==> src/hw/rtl/mnt_pkg.sv <==
// Shared constants, codes and types of the MIDI note transposer.
// No dependencies; mnt_if, mnt_ctrl, the top level and the checker refer to it.
package mnt_pkg;

    localparam int MAX_HELD = 32;
    localparam int IDX_W    = (MAX_HELD > 1) ? $clog2(MAX_HELD) : 1;
    localparam int COUNT_W  = $clog2(MAX_HELD + 1);

    localparam int OPCODE_W   = 2;
    localparam int CHAN_W     = 4;
    localparam int NOTE_W     = 7;
    localparam int VEL_W      = 7;
    localparam int SEMI_W     = 5;
    localparam int OCT_W      = 4;
    localparam int CFG_IDX_W  = 2;
    localparam int CFG_DATA_W = 5;
    // Wide enough for note + semitones + 12 * octaves at any register value.
    localparam int XP_W       = 10;

    localparam logic [OPCODE_W-1:0] OP_NOTE_ON  = 2'd0;
    localparam logic [OPCODE_W-1:0] OP_NOTE_OFF = 2'd1;
    localparam logic [OPCODE_W-1:0] OP_FLUSH    = 2'd2;

    localparam logic KIND_ON  = 1'b0;
    localparam logic KIND_OFF = 1'b1;

    localparam logic [CFG_IDX_W-1:0] CFG_SEMITONE = 2'd0;
    localparam logic [CFG_IDX_W-1:0] CFG_OCTAVE   = 2'd1;

    typedef struct packed {
        logic [CHAN_W-1:0] chan;
        logic [NOTE_W-1:0] in_note;
        logic [NOTE_W-1:0] out_note;
    } held_entry_t;

    localparam int ENTRY_W = $bits(held_entry_t);

    typedef struct packed {
        logic              in_range;
        logic [NOTE_W-1:0] note;
    } xpose_t;

    typedef struct packed {
        logic             we;
        logic [IDX_W-1:0] waddr;
        held_entry_t      wdata;
        logic             re;
        logic [IDX_W-1:0] raddr;
    } ram_req_t;

endpackage

==> src/hw/rtl/mnt_if.sv <==
// Valid/ready channel interfaces of the transposer: note input, result output
// and register write. Widths come from mnt_pkg.
interface mnt_in_if;
    logic                         valid;
    logic                         ready;
    logic [mnt_pkg::OPCODE_W-1:0] opcode;
    logic [mnt_pkg::CHAN_W-1:0]   channel;
    logic [mnt_pkg::NOTE_W-1:0]   note;
    logic [mnt_pkg::VEL_W-1:0]    velocity;

    modport source (output valid, opcode, channel, note, velocity, input ready);
    modport sink (input valid, opcode, channel, note, velocity, output ready);
endinterface

interface mnt_out_if;
    logic                       valid;
    logic                       ready;
    logic                       kind;
    logic [mnt_pkg::CHAN_W-1:0] out_channel;
    logic [mnt_pkg::NOTE_W-1:0] out_note;
    logic [mnt_pkg::VEL_W-1:0]  out_velocity;
    logic                       last;

    modport source (output valid, kind, out_channel, out_note, out_velocity, last,
                    input ready);
    modport sink (input valid, kind, out_channel, out_note, out_velocity, last,
                  output ready);
endinterface

interface mnt_cfg_if;
    logic                           valid;
    logic                           ready;
    logic [mnt_pkg::CFG_IDX_W-1:0]  index;
    logic [mnt_pkg::CFG_DATA_W-1:0] data;

    modport source (output valid, index, data, input ready);
    modport sink (input valid, index, data, output ready);
endinterface

==> src/hw/rtl/mnt_ram.sv <==
// Generic single-port-write, single-port-read RAM with a registered read.
// No dependencies.
module mnt_ram #(
    parameter int WIDTH = 18,
    parameter int DEPTH = 32
) (
    input  logic                                    clk,
    input  logic                                    we,
    input  logic [((DEPTH > 1) ? $clog2(DEPTH) : 1)-1:0] waddr,
    input  logic [WIDTH-1:0]                        wdata,
    input  logic                                    re,
    input  logic [((DEPTH > 1) ? $clog2(DEPTH) : 1)-1:0] raddr,
    output logic [WIDTH-1:0]                        rdata
);

    logic [WIDTH-1:0] mem [DEPTH];

    always_ff @(posedge clk)
    begin
        if (we)
        begin
            mem[waddr] <= wdata;
        end
        if (re)
        begin
            rdata <= mem[raddr];
        end
    end

endmodule

==> src/hw/rtl/mnt_ctrl.sv <==
// Sequencer of the transposer: takes note transactions, searches and edits the
// held-note table in RAM, and drives the registered result channel. Uses mnt_pkg.
module mnt_ctrl (
    input  logic                 clk,
    input  logic                 rst_n,
    mnt_in_if.sink               in_ch,
    mnt_out_if.source            out_ch,
    input  mnt_pkg::xpose_t      xpose,
    input  logic                 offset_wr,
    output mnt_pkg::ram_req_t    ram_req,
    input  mnt_pkg::held_entry_t ram_rdata
);

    typedef enum logic [2:0] {
        S_IDLE,
        S_ON,
        S_SEARCH,
        S_MOVE_RD,
        S_MOVE_WR,
        S_EMIT,
        S_FL_RD,
        S_FL_EMIT
    } state_t;

    state_t                         state_reg, state_next;
    logic [mnt_pkg::OPCODE_W-1:0]   op_reg, op_next;
    logic [mnt_pkg::CHAN_W-1:0]     chan_reg, chan_next;
    logic [mnt_pkg::NOTE_W-1:0]     note_reg, note_next;
    logic [mnt_pkg::VEL_W-1:0]      vel_reg, vel_next;
    logic [mnt_pkg::NOTE_W-1:0]     np_reg, np_next;
    logic                           range_reg, range_next;
    logic [mnt_pkg::COUNT_W-1:0]    count_reg, count_next;
    logic                           changed_reg, changed_next;
    logic [mnt_pkg::COUNT_W-1:0]    scan_reg, scan_next;
    logic [mnt_pkg::IDX_W-1:0]      cmp_reg, cmp_next;
    logic                           pend_reg, pend_next;
    logic [mnt_pkg::IDX_W-1:0]      hit_reg, hit_next;
    logic                           rkind_reg, rkind_next;
    logic [mnt_pkg::NOTE_W-1:0]     rnote_reg, rnote_next;
    logic [mnt_pkg::VEL_W-1:0]      rvel_reg, rvel_next;
    logic                           ov_reg, ov_next;
    logic                           okind_reg, okind_next;
    logic [mnt_pkg::CHAN_W-1:0]     ochan_reg, ochan_next;
    logic [mnt_pkg::NOTE_W-1:0]     onote_reg, onote_next;
    logic [mnt_pkg::VEL_W-1:0]      ovel_reg, ovel_next;
    logic                           olast_reg, olast_next;

    logic                           out_free;
    logic                           hit;
    logic                           flush_last;
    logic [mnt_pkg::COUNT_W-1:0]    count_dec;

    assign out_free   = !ov_reg || out_ch.ready;
    assign count_dec  = count_reg - mnt_pkg::COUNT_W'(1);
    assign hit        = pend_reg && (ram_rdata.chan == chan_reg)
                        && (ram_rdata.in_note == note_reg);
    assign flush_last = (scan_reg == count_dec);

    assign in_ch.ready         = (state_reg == S_IDLE);
    assign out_ch.valid        = ov_reg;
    assign out_ch.kind         = okind_reg;
    assign out_ch.out_channel  = ochan_reg;
    assign out_ch.out_note     = onote_reg;
    assign out_ch.out_velocity = ovel_reg;
    assign out_ch.last         = olast_reg;

    always_comb
    begin
        state_next   = state_reg;
        op_next      = op_reg;
        chan_next    = chan_reg;
        note_next    = note_reg;
        vel_next     = vel_reg;
        np_next      = np_reg;
        range_next   = range_reg;
        count_next   = count_reg;
        changed_next = changed_reg || offset_wr;
        scan_next    = scan_reg;
        cmp_next     = cmp_reg;
        pend_next    = pend_reg;
        hit_next     = hit_reg;
        rkind_next   = rkind_reg;
        rnote_next   = rnote_reg;
        rvel_next    = rvel_reg;
        ov_next      = ov_reg && !out_ch.ready;
        okind_next   = okind_reg;
        ochan_next   = ochan_reg;
        onote_next   = onote_reg;
        ovel_next    = ovel_reg;
        olast_next   = olast_reg;
        ram_req      = '0;

        case (state_reg)
            S_IDLE:
            begin
                if (in_ch.valid)
                begin
                    op_next    = in_ch.opcode;
                    chan_next  = in_ch.channel;
                    note_next  = in_ch.note;
                    vel_next   = in_ch.velocity;
                    np_next    = xpose.note;
                    range_next = xpose.in_range;
                    scan_next  = '0;
                    pend_next  = 1'b0;
                    case (in_ch.opcode)
                        mnt_pkg::OP_NOTE_ON:
                        begin
                            state_next = S_ON;
                        end
                        mnt_pkg::OP_NOTE_OFF:
                        begin
                            state_next = S_SEARCH;
                        end
                        mnt_pkg::OP_FLUSH:
                        begin
                            if (changed_reg)
                            begin
                                changed_next = 1'b0;
                                if (count_reg != '0)
                                begin
                                    state_next = S_FL_RD;
                                end
                            end
                        end
                        default:
                        begin
                            state_next = S_IDLE;
                        end
                    endcase
                end
            end

            S_ON:
            begin
                rkind_next = mnt_pkg::KIND_ON;
                if (!range_reg)
                begin
                    rnote_next = note_reg;
                    rvel_next  = '0;
                end
                else
                begin
                    rnote_next = np_reg;
                    rvel_next  = vel_reg;
                    if (count_reg < mnt_pkg::COUNT_W'(mnt_pkg::MAX_HELD))
                    begin
                        ram_req.we            = 1'b1;
                        ram_req.waddr         = count_reg[mnt_pkg::IDX_W-1:0];
                        ram_req.wdata.chan    = chan_reg;
                        ram_req.wdata.in_note = note_reg;
                        ram_req.wdata.out_note = np_reg;
                        count_next            = count_reg + mnt_pkg::COUNT_W'(1);
                    end
                end
                state_next = S_EMIT;
            end

            // Reads are issued one per cycle; each read's data is compared in
            // the following cycle while the next read goes out.
            S_SEARCH:
            begin
                rkind_next = mnt_pkg::KIND_OFF;
                rvel_next  = vel_reg;
                if (hit)
                begin
                    rnote_next = ram_rdata.out_note;
                    count_next = count_dec;
                    hit_next   = cmp_reg;
                    pend_next  = 1'b0;
                    if (cmp_reg == count_dec[mnt_pkg::IDX_W-1:0])
                    begin
                        state_next = S_EMIT;
                    end
                    else
                    begin
                        state_next = S_MOVE_RD;
                    end
                end
                else if (scan_reg < count_reg)
                begin
                    ram_req.re    = 1'b1;
                    ram_req.raddr = scan_reg[mnt_pkg::IDX_W-1:0];
                    cmp_next      = scan_reg[mnt_pkg::IDX_W-1:0];
                    pend_next     = 1'b1;
                    scan_next     = scan_reg + mnt_pkg::COUNT_W'(1);
                end
                else
                begin
                    rnote_next = range_reg ? np_reg : note_reg;
                    pend_next  = 1'b0;
                    state_next = S_EMIT;
                end
            end

            // The count was already decremented, so it addresses the last entry.
            S_MOVE_RD:
            begin
                ram_req.re    = 1'b1;
                ram_req.raddr = count_reg[mnt_pkg::IDX_W-1:0];
                state_next    = S_MOVE_WR;
            end

            S_MOVE_WR:
            begin
                ram_req.we    = 1'b1;
                ram_req.waddr = hit_reg;
                ram_req.wdata = ram_rdata;
                state_next    = S_EMIT;
            end

            S_EMIT:
            begin
                if (out_free)
                begin
                    ov_next    = 1'b1;
                    okind_next = rkind_reg;
                    ochan_next = chan_reg;
                    onote_next = rnote_reg;
                    ovel_next  = rvel_reg;
                    olast_next = 1'b1;
                    state_next = S_IDLE;
                end
            end

            S_FL_RD:
            begin
                ram_req.re    = 1'b1;
                ram_req.raddr = scan_reg[mnt_pkg::IDX_W-1:0];
                state_next    = S_FL_EMIT;
            end

            S_FL_EMIT:
            begin
                if (out_free)
                begin
                    ov_next    = 1'b1;
                    okind_next = mnt_pkg::KIND_OFF;
                    ochan_next = ram_rdata.chan;
                    onote_next = ram_rdata.out_note;
                    ovel_next  = '0;
                    olast_next = flush_last;
                    scan_next  = scan_reg + mnt_pkg::COUNT_W'(1);
                    if (flush_last)
                    begin
                        count_next = '0;
                        state_next = S_IDLE;
                    end
                    else
                    begin
                        state_next = S_FL_RD;
                    end
                end
            end

            default:
            begin
                state_next = S_IDLE;
            end
        endcase
    end

    always_ff @(posedge clk or negedge rst_n)
    begin
        if (!rst_n)
        begin
            state_reg   <= S_IDLE;
            count_reg   <= '0;
            changed_reg <= 1'b0;
            pend_reg    <= 1'b0;
            ov_reg      <= 1'b0;
        end
        else
        begin
            state_reg   <= state_next;
            count_reg   <= count_next;
            changed_reg <= changed_next;
            pend_reg    <= pend_next;
            ov_reg      <= ov_next;
        end
    end

    always_ff @(posedge clk)
    begin
        op_reg    <= op_next;
        chan_reg  <= chan_next;
        note_reg  <= note_next;
        vel_reg   <= vel_next;
        np_reg    <= np_next;
        range_reg <= range_next;
        scan_reg  <= scan_next;
        cmp_reg   <= cmp_next;
        hit_reg   <= hit_next;
        rkind_reg <= rkind_next;
        rnote_reg <= rnote_next;
        rvel_reg  <= rvel_next;
        okind_reg <= okind_next;
        ochan_reg <= ochan_next;
        onote_reg <= onote_next;
        ovel_reg  <= ovel_next;
        olast_reg <= olast_next;
    end

endmodule

==> src/hw/rtl/midi_note_transposer_tracked_top.sv <==
// Top level of the MIDI note transposer with held-note tracking.
// Depends on mnt_pkg, the channel interfaces, mnt_ram and mnt_ctrl.
//
// Usage: note transactions arrive on in_ch (opcode 0 note-on, 1 note-off,
// 2 end of buffer); results leave on out_ch with last marking the final
// result of each input transaction. Register writes on cfg set the semitone
// (index 0) and octave (index 1) offsets; cfg is always ready. cfg is to be
// written only while the block is idle; the block itself does not enforce this.
// in_ch is ready only when the sequencer is idle, so one transaction is
// worked on at a time. A note-on passes S_ON and S_EMIT before its result
// is registered. A note-off searches the held table one RAM read per cycle
// and stops at the first hit; on a hit other than the last entry, the last
// entry is moved into the freed slot. An end-of-buffer flush after an offset
// write sends a note-off for each held entry, reading it in S_FL_RD and
// offering it in S_FL_EMIT, one at a time through the single RAM read port.
// Reset empties the table through its count and clears both offsets; no
// clearing pass is needed. A stalled receiver holds the result register; the
// next input transaction is still taken while a finished result waits.
module midi_note_transposer_tracked_top (
    input  logic      clk,
    input  logic      rst_n,
    mnt_in_if.sink    in_ch,
    mnt_out_if.source out_ch,
    mnt_cfg_if.sink   cfg
);

    logic signed [mnt_pkg::SEMI_W-1:0] semi_reg;
    logic signed [mnt_pkg::OCT_W-1:0]  oct_reg;
    logic signed [mnt_pkg::XP_W-1:0]   semi_ext;
    logic signed [mnt_pkg::XP_W-1:0]   oct_ext;
    logic signed [mnt_pkg::XP_W-1:0]   total;
    logic signed [mnt_pkg::XP_W-1:0]   shifted;
    logic                              offset_wr;
    mnt_pkg::xpose_t                   xpose;
    mnt_pkg::ram_req_t                 ram_req;
    mnt_pkg::held_entry_t              ram_rdata;
    logic [mnt_pkg::ENTRY_W-1:0]       ram_rd_raw;

    assign cfg.ready = 1'b1;
    assign offset_wr = cfg.valid && ((cfg.index == mnt_pkg::CFG_SEMITONE)
                                     || (cfg.index == mnt_pkg::CFG_OCTAVE));

    always_ff @(posedge clk or negedge rst_n)
    begin
        if (!rst_n)
        begin
            semi_reg <= '0;
            oct_reg  <= '0;
        end
        else if (cfg.valid)
        begin
            if (cfg.index == mnt_pkg::CFG_SEMITONE)
            begin
                semi_reg <= cfg.data;
            end
            else if (cfg.index == mnt_pkg::CFG_OCTAVE)
            begin
                oct_reg <= cfg.data[mnt_pkg::OCT_W-1:0];
            end
        end
    end

    // Twelve times the octave offset as 8x + 4x.
    assign semi_ext = mnt_pkg::XP_W'(semi_reg);
    assign oct_ext  = mnt_pkg::XP_W'(oct_reg);
    assign total    = semi_ext + (oct_ext <<< 3) + (oct_ext <<< 2);
    assign shifted  = total + signed'(mnt_pkg::XP_W'(in_ch.note));

    assign xpose.in_range = !shifted[mnt_pkg::XP_W-1]
                            && (shifted[mnt_pkg::XP_W-2:mnt_pkg::NOTE_W] == '0);
    assign xpose.note     = shifted[mnt_pkg::NOTE_W-1:0];

    mnt_ctrl u_ctrl (
        .clk       (clk),
        .rst_n     (rst_n),
        .in_ch     (in_ch),
        .out_ch    (out_ch),
        .xpose     (xpose),
        .offset_wr (offset_wr),
        .ram_req   (ram_req),
        .ram_rdata (ram_rdata)
    );

    mnt_ram #(
        .WIDTH (mnt_pkg::ENTRY_W),
        .DEPTH (mnt_pkg::MAX_HELD)
    ) u_held_ram (
        .clk   (clk),
        .we    (ram_req.we),
        .waddr (ram_req.waddr),
        .wdata (ram_req.wdata),
        .re    (ram_req.re),
        .raddr (ram_req.raddr),
        .rdata (ram_rd_raw)
    );

    assign ram_rdata = mnt_pkg::held_entry_t'(ram_rd_raw);

endmodule

==> src/flat_wrapper.sv <==
// flat-port wrapper written by rule: the top's interface ports become plain ports
module midi_note_transposer_tracked_top_flat 
  (clk, rst_n, in_ch_valid, in_ch_opcode, in_ch_channel, in_ch_note, in_ch_velocity, in_ch_ready, out_ch_valid, out_ch_kind, out_ch_out_channel, out_ch_out_note, out_ch_out_velocity, out_ch_last, out_ch_ready, cfg_valid, cfg_index, cfg_data, cfg_ready);
  mnt_in_if in_ch_i ();
  mnt_out_if out_ch_i ();
  mnt_cfg_if cfg_i ();
  input  logic clk;
  input  logic rst_n;
  input wire logic [$bits(in_ch_i.valid)-1:0] in_ch_valid;
  input wire logic [$bits(in_ch_i.opcode)-1:0] in_ch_opcode;
  input wire logic [$bits(in_ch_i.channel)-1:0] in_ch_channel;
  input wire logic [$bits(in_ch_i.note)-1:0] in_ch_note;
  input wire logic [$bits(in_ch_i.velocity)-1:0] in_ch_velocity;
  output wire logic [$bits(in_ch_i.ready)-1:0] in_ch_ready;
  output wire logic [$bits(out_ch_i.valid)-1:0] out_ch_valid;
  output wire logic [$bits(out_ch_i.kind)-1:0] out_ch_kind;
  output wire logic [$bits(out_ch_i.out_channel)-1:0] out_ch_out_channel;
  output wire logic [$bits(out_ch_i.out_note)-1:0] out_ch_out_note;
  output wire logic [$bits(out_ch_i.out_velocity)-1:0] out_ch_out_velocity;
  output wire logic [$bits(out_ch_i.last)-1:0] out_ch_last;
  input wire logic [$bits(out_ch_i.ready)-1:0] out_ch_ready;
  input wire logic [$bits(cfg_i.valid)-1:0] cfg_valid;
  input wire logic [$bits(cfg_i.index)-1:0] cfg_index;
  input wire logic [$bits(cfg_i.data)-1:0] cfg_data;
  output wire logic [$bits(cfg_i.ready)-1:0] cfg_ready;
  assign in_ch_i.valid = in_ch_valid;
  assign in_ch_i.opcode = in_ch_opcode;
  assign in_ch_i.channel = in_ch_channel;
  assign in_ch_i.note = in_ch_note;
  assign in_ch_i.velocity = in_ch_velocity;
  assign in_ch_ready = in_ch_i.ready;
  assign out_ch_valid = out_ch_i.valid;
  assign out_ch_kind = out_ch_i.kind;
  assign out_ch_out_channel = out_ch_i.out_channel;
  assign out_ch_out_note = out_ch_i.out_note;
  assign out_ch_out_velocity = out_ch_i.out_velocity;
  assign out_ch_last = out_ch_i.last;
  assign out_ch_i.ready = out_ch_ready;
  assign cfg_i.valid = cfg_valid;
  assign cfg_i.index = cfg_index;
  assign cfg_i.data = cfg_data;
  assign cfg_ready = cfg_i.ready;
  midi_note_transposer_tracked_top u_core (.clk(clk), .rst_n(rst_n), .in_ch(in_ch_i), .out_ch(out_ch_i), .cfg(cfg_i));
endmodule
==> config.mk <==
export PLATFORM = sky130hd
export DESIGN_NAME = midi_note_transposer_tracked_top_flat
export DESIGN_NICKNAME = d
export VERILOG_FILES = /design/src/hw/rtl/mnt_pkg.sv /design/src/hw/rtl/mnt_if.sv /design/src/hw/rtl/mnt_ram.sv /design/src/hw/rtl/mnt_ctrl.sv /design/src/hw/rtl/midi_note_transposer_tracked_top.sv /design/src/flat_wrapper.sv
export SDC_FILE = /design/constraint.sdc
export NUM_CORES = 1
export LEC_CHECK = 0
export ABC_CLOCK_PERIOD_IN_PS = 3600
export BUFFER_PORTS_ARGS = -buffer_cell sky130_fd_sc_hd__clkbuf_2
export CAP_MARGIN = 20
export CORE_ASPECT_RATIO = 2
export CORE_MARGIN = 2
export CORE_UTILIZATION = 40
export CTS_BUF_LIST = sky130_fd_sc_hd__clkbuf_8
export DETAILED_ROUTE_END_ITERATION = 10
export SLEW_MARGIN = 30
export SYNTH_ARGS = -nofsm -noshare
export SYNTH_HDL_FRONTEND = slang
export SYNTH_SLANG_ARGS = --single-unit
==> constraint.sdc <==
create_clock -name clk -period 3.6 [get_ports clk]
set_clock_uncertainty 0.05 [all_clocks]
set_input_delay 0.72 -clock clk [delete_from_list [all_inputs] [get_ports clk]]
set_output_delay 0.72 -clock clk [all_outputs]
set_load 0.005 [all_outputs]
==> results.py <==
metrics = {
    "critical_path": {
        "crit_arrival_ns": 3.95,
        "max_stage_delay_ns": 0.38,
        "path_class": "reg -> reg",
        "cpMostUsedCell": "buf_4",
        "required_ns": 3.96,
        "path_buf_inv": 7,
        "crit_cells": 15,
        "worstPathCellList": "inv_2 > ha_1 > nand4_1 > a21oi_2 > a2111oi_4 > clkbuf_16 > buf_12 > a41o_1 > buf_4 > buf_4 > nor3_1 > buf_4 > a22oi_1 > buf_4 > nand4_1",
        "cp-start-kind": "register",
        "rr_worst_depth": 15,
        "cp-end-kind": "register",
        "cp_top_family": "buffers and inverters",
        "critPathMaxFanout": 6,
        "cp_slowest_cell": "dfrtp_1",
    },
    "drt": {
        "wl_um": 85000,
        "firstDrtPassIters": 5,
        "ant_nets": 0,
        "drtIter0Drc": 1570,
        "wl_per_cell_um": 25.9,
        "drc": 0,
        "routed_via_density": 5.68,
        "num_vias": 18600,
    },
    "outcome": {
        "status": "finished, final reports clean",
    },
    "floorplanning": {
        "die_area_um2": 74000,
        "die_h_um": 383,
        "start_util": 0.405,
        "floorplan.io_pins": 55,
        "rows": 138,
        "core_um2": 70800,
        "die_x_um": 193,
    },
    "cts": {
        "cts_num_sinks": 692,
        "cts_buffer_depth": 3,
        "root_buffer": "clkbuf_8",
        "cts_buffers": 88,
        "cts_tree": "yes",
        "htreeDepth": 3,
        "clk_latency_ns": 0.71,
        "clk_pin_slew_worst_paths_ns": 0.07,
    },
    "logic_synthesis": {
        "ys_ff_latch": 692,
        "avgSynthCellArea_um2": 14.2,
        "ys_types": 68,
        "yosysSeqAreaShare": 0.721,
        "synth_commonest_cells": "671 x edfxtp_1, 386 x nand2_1, 139 x a21oi_1, 66 x mux2i_1, 62 x nor2_1",
        "syn_nets": 2084,
        "synth_compound_area_frac": 0.0949,
        "synth_top_family_by_area": "compound AO/OA/AOI/OAI gates",
        "synth_edf_count": 671,
        "ys.flop_type": "edfxtp_1",
        "synth.most_common_cell": "edfxtp_1",
        "synth-xor-area-share": 0.0116,
        "yosysWarnings": 0,
        "async_flop_share": 0.0303,
        "synthTopCellsByArea": "edfxtp_1 70%, nand2_1 5.1%, a21oi_1 2.4%",
        "yosysTopAreaCell": "edfxtp_1",
        "synthSimpleGateAreaFrac": 0.0899,
        "synthMuxAreaShare": 0.0431,
        "syn_area_um2": 28700,
        "postSynthCellCount": 2022,
        "synth_top_cell_area_share": 0.703,
        "synthAdderAreaFrac": 0.0144,
    },
    "pwr": {
        "p_leak_nw": 12.5,
        "finalPower_mw": 27.1,
        "power.density_nw_per_um2": 792,
        "ir_worst_vdd_v": 0.000571,
    },
    "timing": {
        "hold_violations": 0,
        "setup_viol": 0,
        "maxSlewViolCount": 0,
        "rsz0062_at_grt": "true",
        "fin_crit_sh": 0.997,
        "relSlewSlack": 0.396,
        "fin_crit_ns": 3.59,
        "max_freq_mhz": 279,
        "worst_slack_ns": 0.0125,
        "worst_pin_slew_ns": 0.906,
    },
    "global_route": {
        "grt_max_degree": 60,
        "grt_overflow_total": 0,
        "grt_util_all_layers": 0.225,
        "grt_pass1_wl_um": 122000,
        "antenna_found_initial": 1,
        "grt_pass1_vias": 18800,
    },
    "final_layout": {
        "top_regs": "u_core.u_held_ram.mem x576, u_core.u_held_ram.rdata x18",
        "area_delta_synth_final_pct": 19.1,
        "drive_above_1_share": 0.223,
        "nNetsFinal": 2358,
        "num-fill-cells": 6041,
        "largest_reg_flops": 576,
        "multiInputGateArea_um2": 7620,
        "regMostFlops": "u_core.u_held_ram.mem",
        "fin_area_um2": 34200,
        "regArea_um2": 20700,
        "post-route-util": 0.482,
    },
    "job": {
        "maxCapViolCount": 0,
    },
    "placed_design": {
        "portBuffers": 53,
        "placed_cell_area_um2": 31800,
        "dpl.hpwl_um": 57300,
        "post-place-ws_ns": -0.293,
        "gp_congestion": 0.867,
    },
    "min_path": {
        "worstHoldPathCells": 1,
        "min_path_type": "in -> reg",
    },
}
-- logic make-up (layout without fill, tap and decap cells) --
| family | Yosys count | after routing |
|---|---|---|
| flops | 692 | 692 |
| simple gates | 601 | 601 |
| compound gates | 409 | 409 |
| buf+inv | 145 | 491 |
| mux | 106 | 106 |
| xor+xnor | 38 | 38 |
| fa+ha+maj | 30 | 30 |
| other cells | 1 | 3 |
-- per-stage QoR --
step           setup TNS (ns)  std cells  hold WS, ns
2_1_floorplan               0       2022        0.374
3_5_place_dp            -1.22       3092        0.413
5_1_grt                -0.154       3279        0.113
4_1_cts               -0.0183       3256       0.0819
6_report                    0       3280        0.136
3_3_place_gp            -1.44       3092        0.408
-- placed cells by master, fill, tap and decap left out, types with 29 or more instances in the layout --
master,n
o21ai_0,30
nand3_1,48
buf_4,192
nor2_1,47
a21oi_1,135
clkbuf_2,53
mux2i_1,66
nand2_1,386
a22oi_1,37
mux2_2,29
a31oi_1,36
and3_1,30
clkbuf_8,91
buf_12,40
inv_1,40
edfxtp_1,671
-- what timing repair did --
item | 4_1_cts | 5_1_grt
hold endpoints to repair | 21 | 0
setup endpoints to repair | 10 | 18
gates cloned | 1 | 2
buffers inserted | 0 | 22
pin swaps | 2 | 13
hold buffers | 1 | 0
gates resized for setup | 15 | 40
-- power breakdown --
group | total, mW | switching [mW] | internal [mW]
logic | 10.3 | 6.38 | 3.88
registers | 10.9 | 0.345 | 10.5
clock network | 5.93 | 2.92 | 3.01
-- path summary, 6_finish.rpt --
check,start,end,slack (ns)
worst max register to register,u_core.u_ctrl.count_reg[4],u_core.u_held_ram.rdata[10],0.01
worst min-delay path,in_ch_velocity[2],u_core.u_ctrl.vel_reg[2],0.14
min in group asynchronous,rst_n,u_core.u_ctrl.count_reg[3],0.55
worst min register to register,u_core.u_ctrl.cmp_reg[0],u_core.u_ctrl.hit_reg[0],0.44
worst max-delay path,u_core.u_ctrl.count_reg[4],u_core.u_held_ram.rdata[10],0.01
max in group asynchronous,rst_n,u_core.oct_reg[1],2.41
-- metal layers --
| metal | up-vias | GRT usage | part of all wire |
|---|---|---|---|
| li1 | 8222 | - | - |
| met1 | 9407 | 0.223 | 0.33 |
| met2 | 778 | 0.435 | 0.55 |
| met3 | 230 | 0.0312 | 0.054 |
| met4 | 0 | 0.136 | 0.067 |
| met5 | - | 0 | 0 |
-- layout make-up --
cell class	instances	area share
sequential	692	0.605
multi-input combinational	1185	0.223
timing repair buffer	302	0.0826
clock buffer	91	0.0367
tap	910	0.0333
clock inverter	71	0.0158
inverter	27	0.00297
antenna	2	0.000147
No activity file was read; power rests on OpenSTA's default activity.
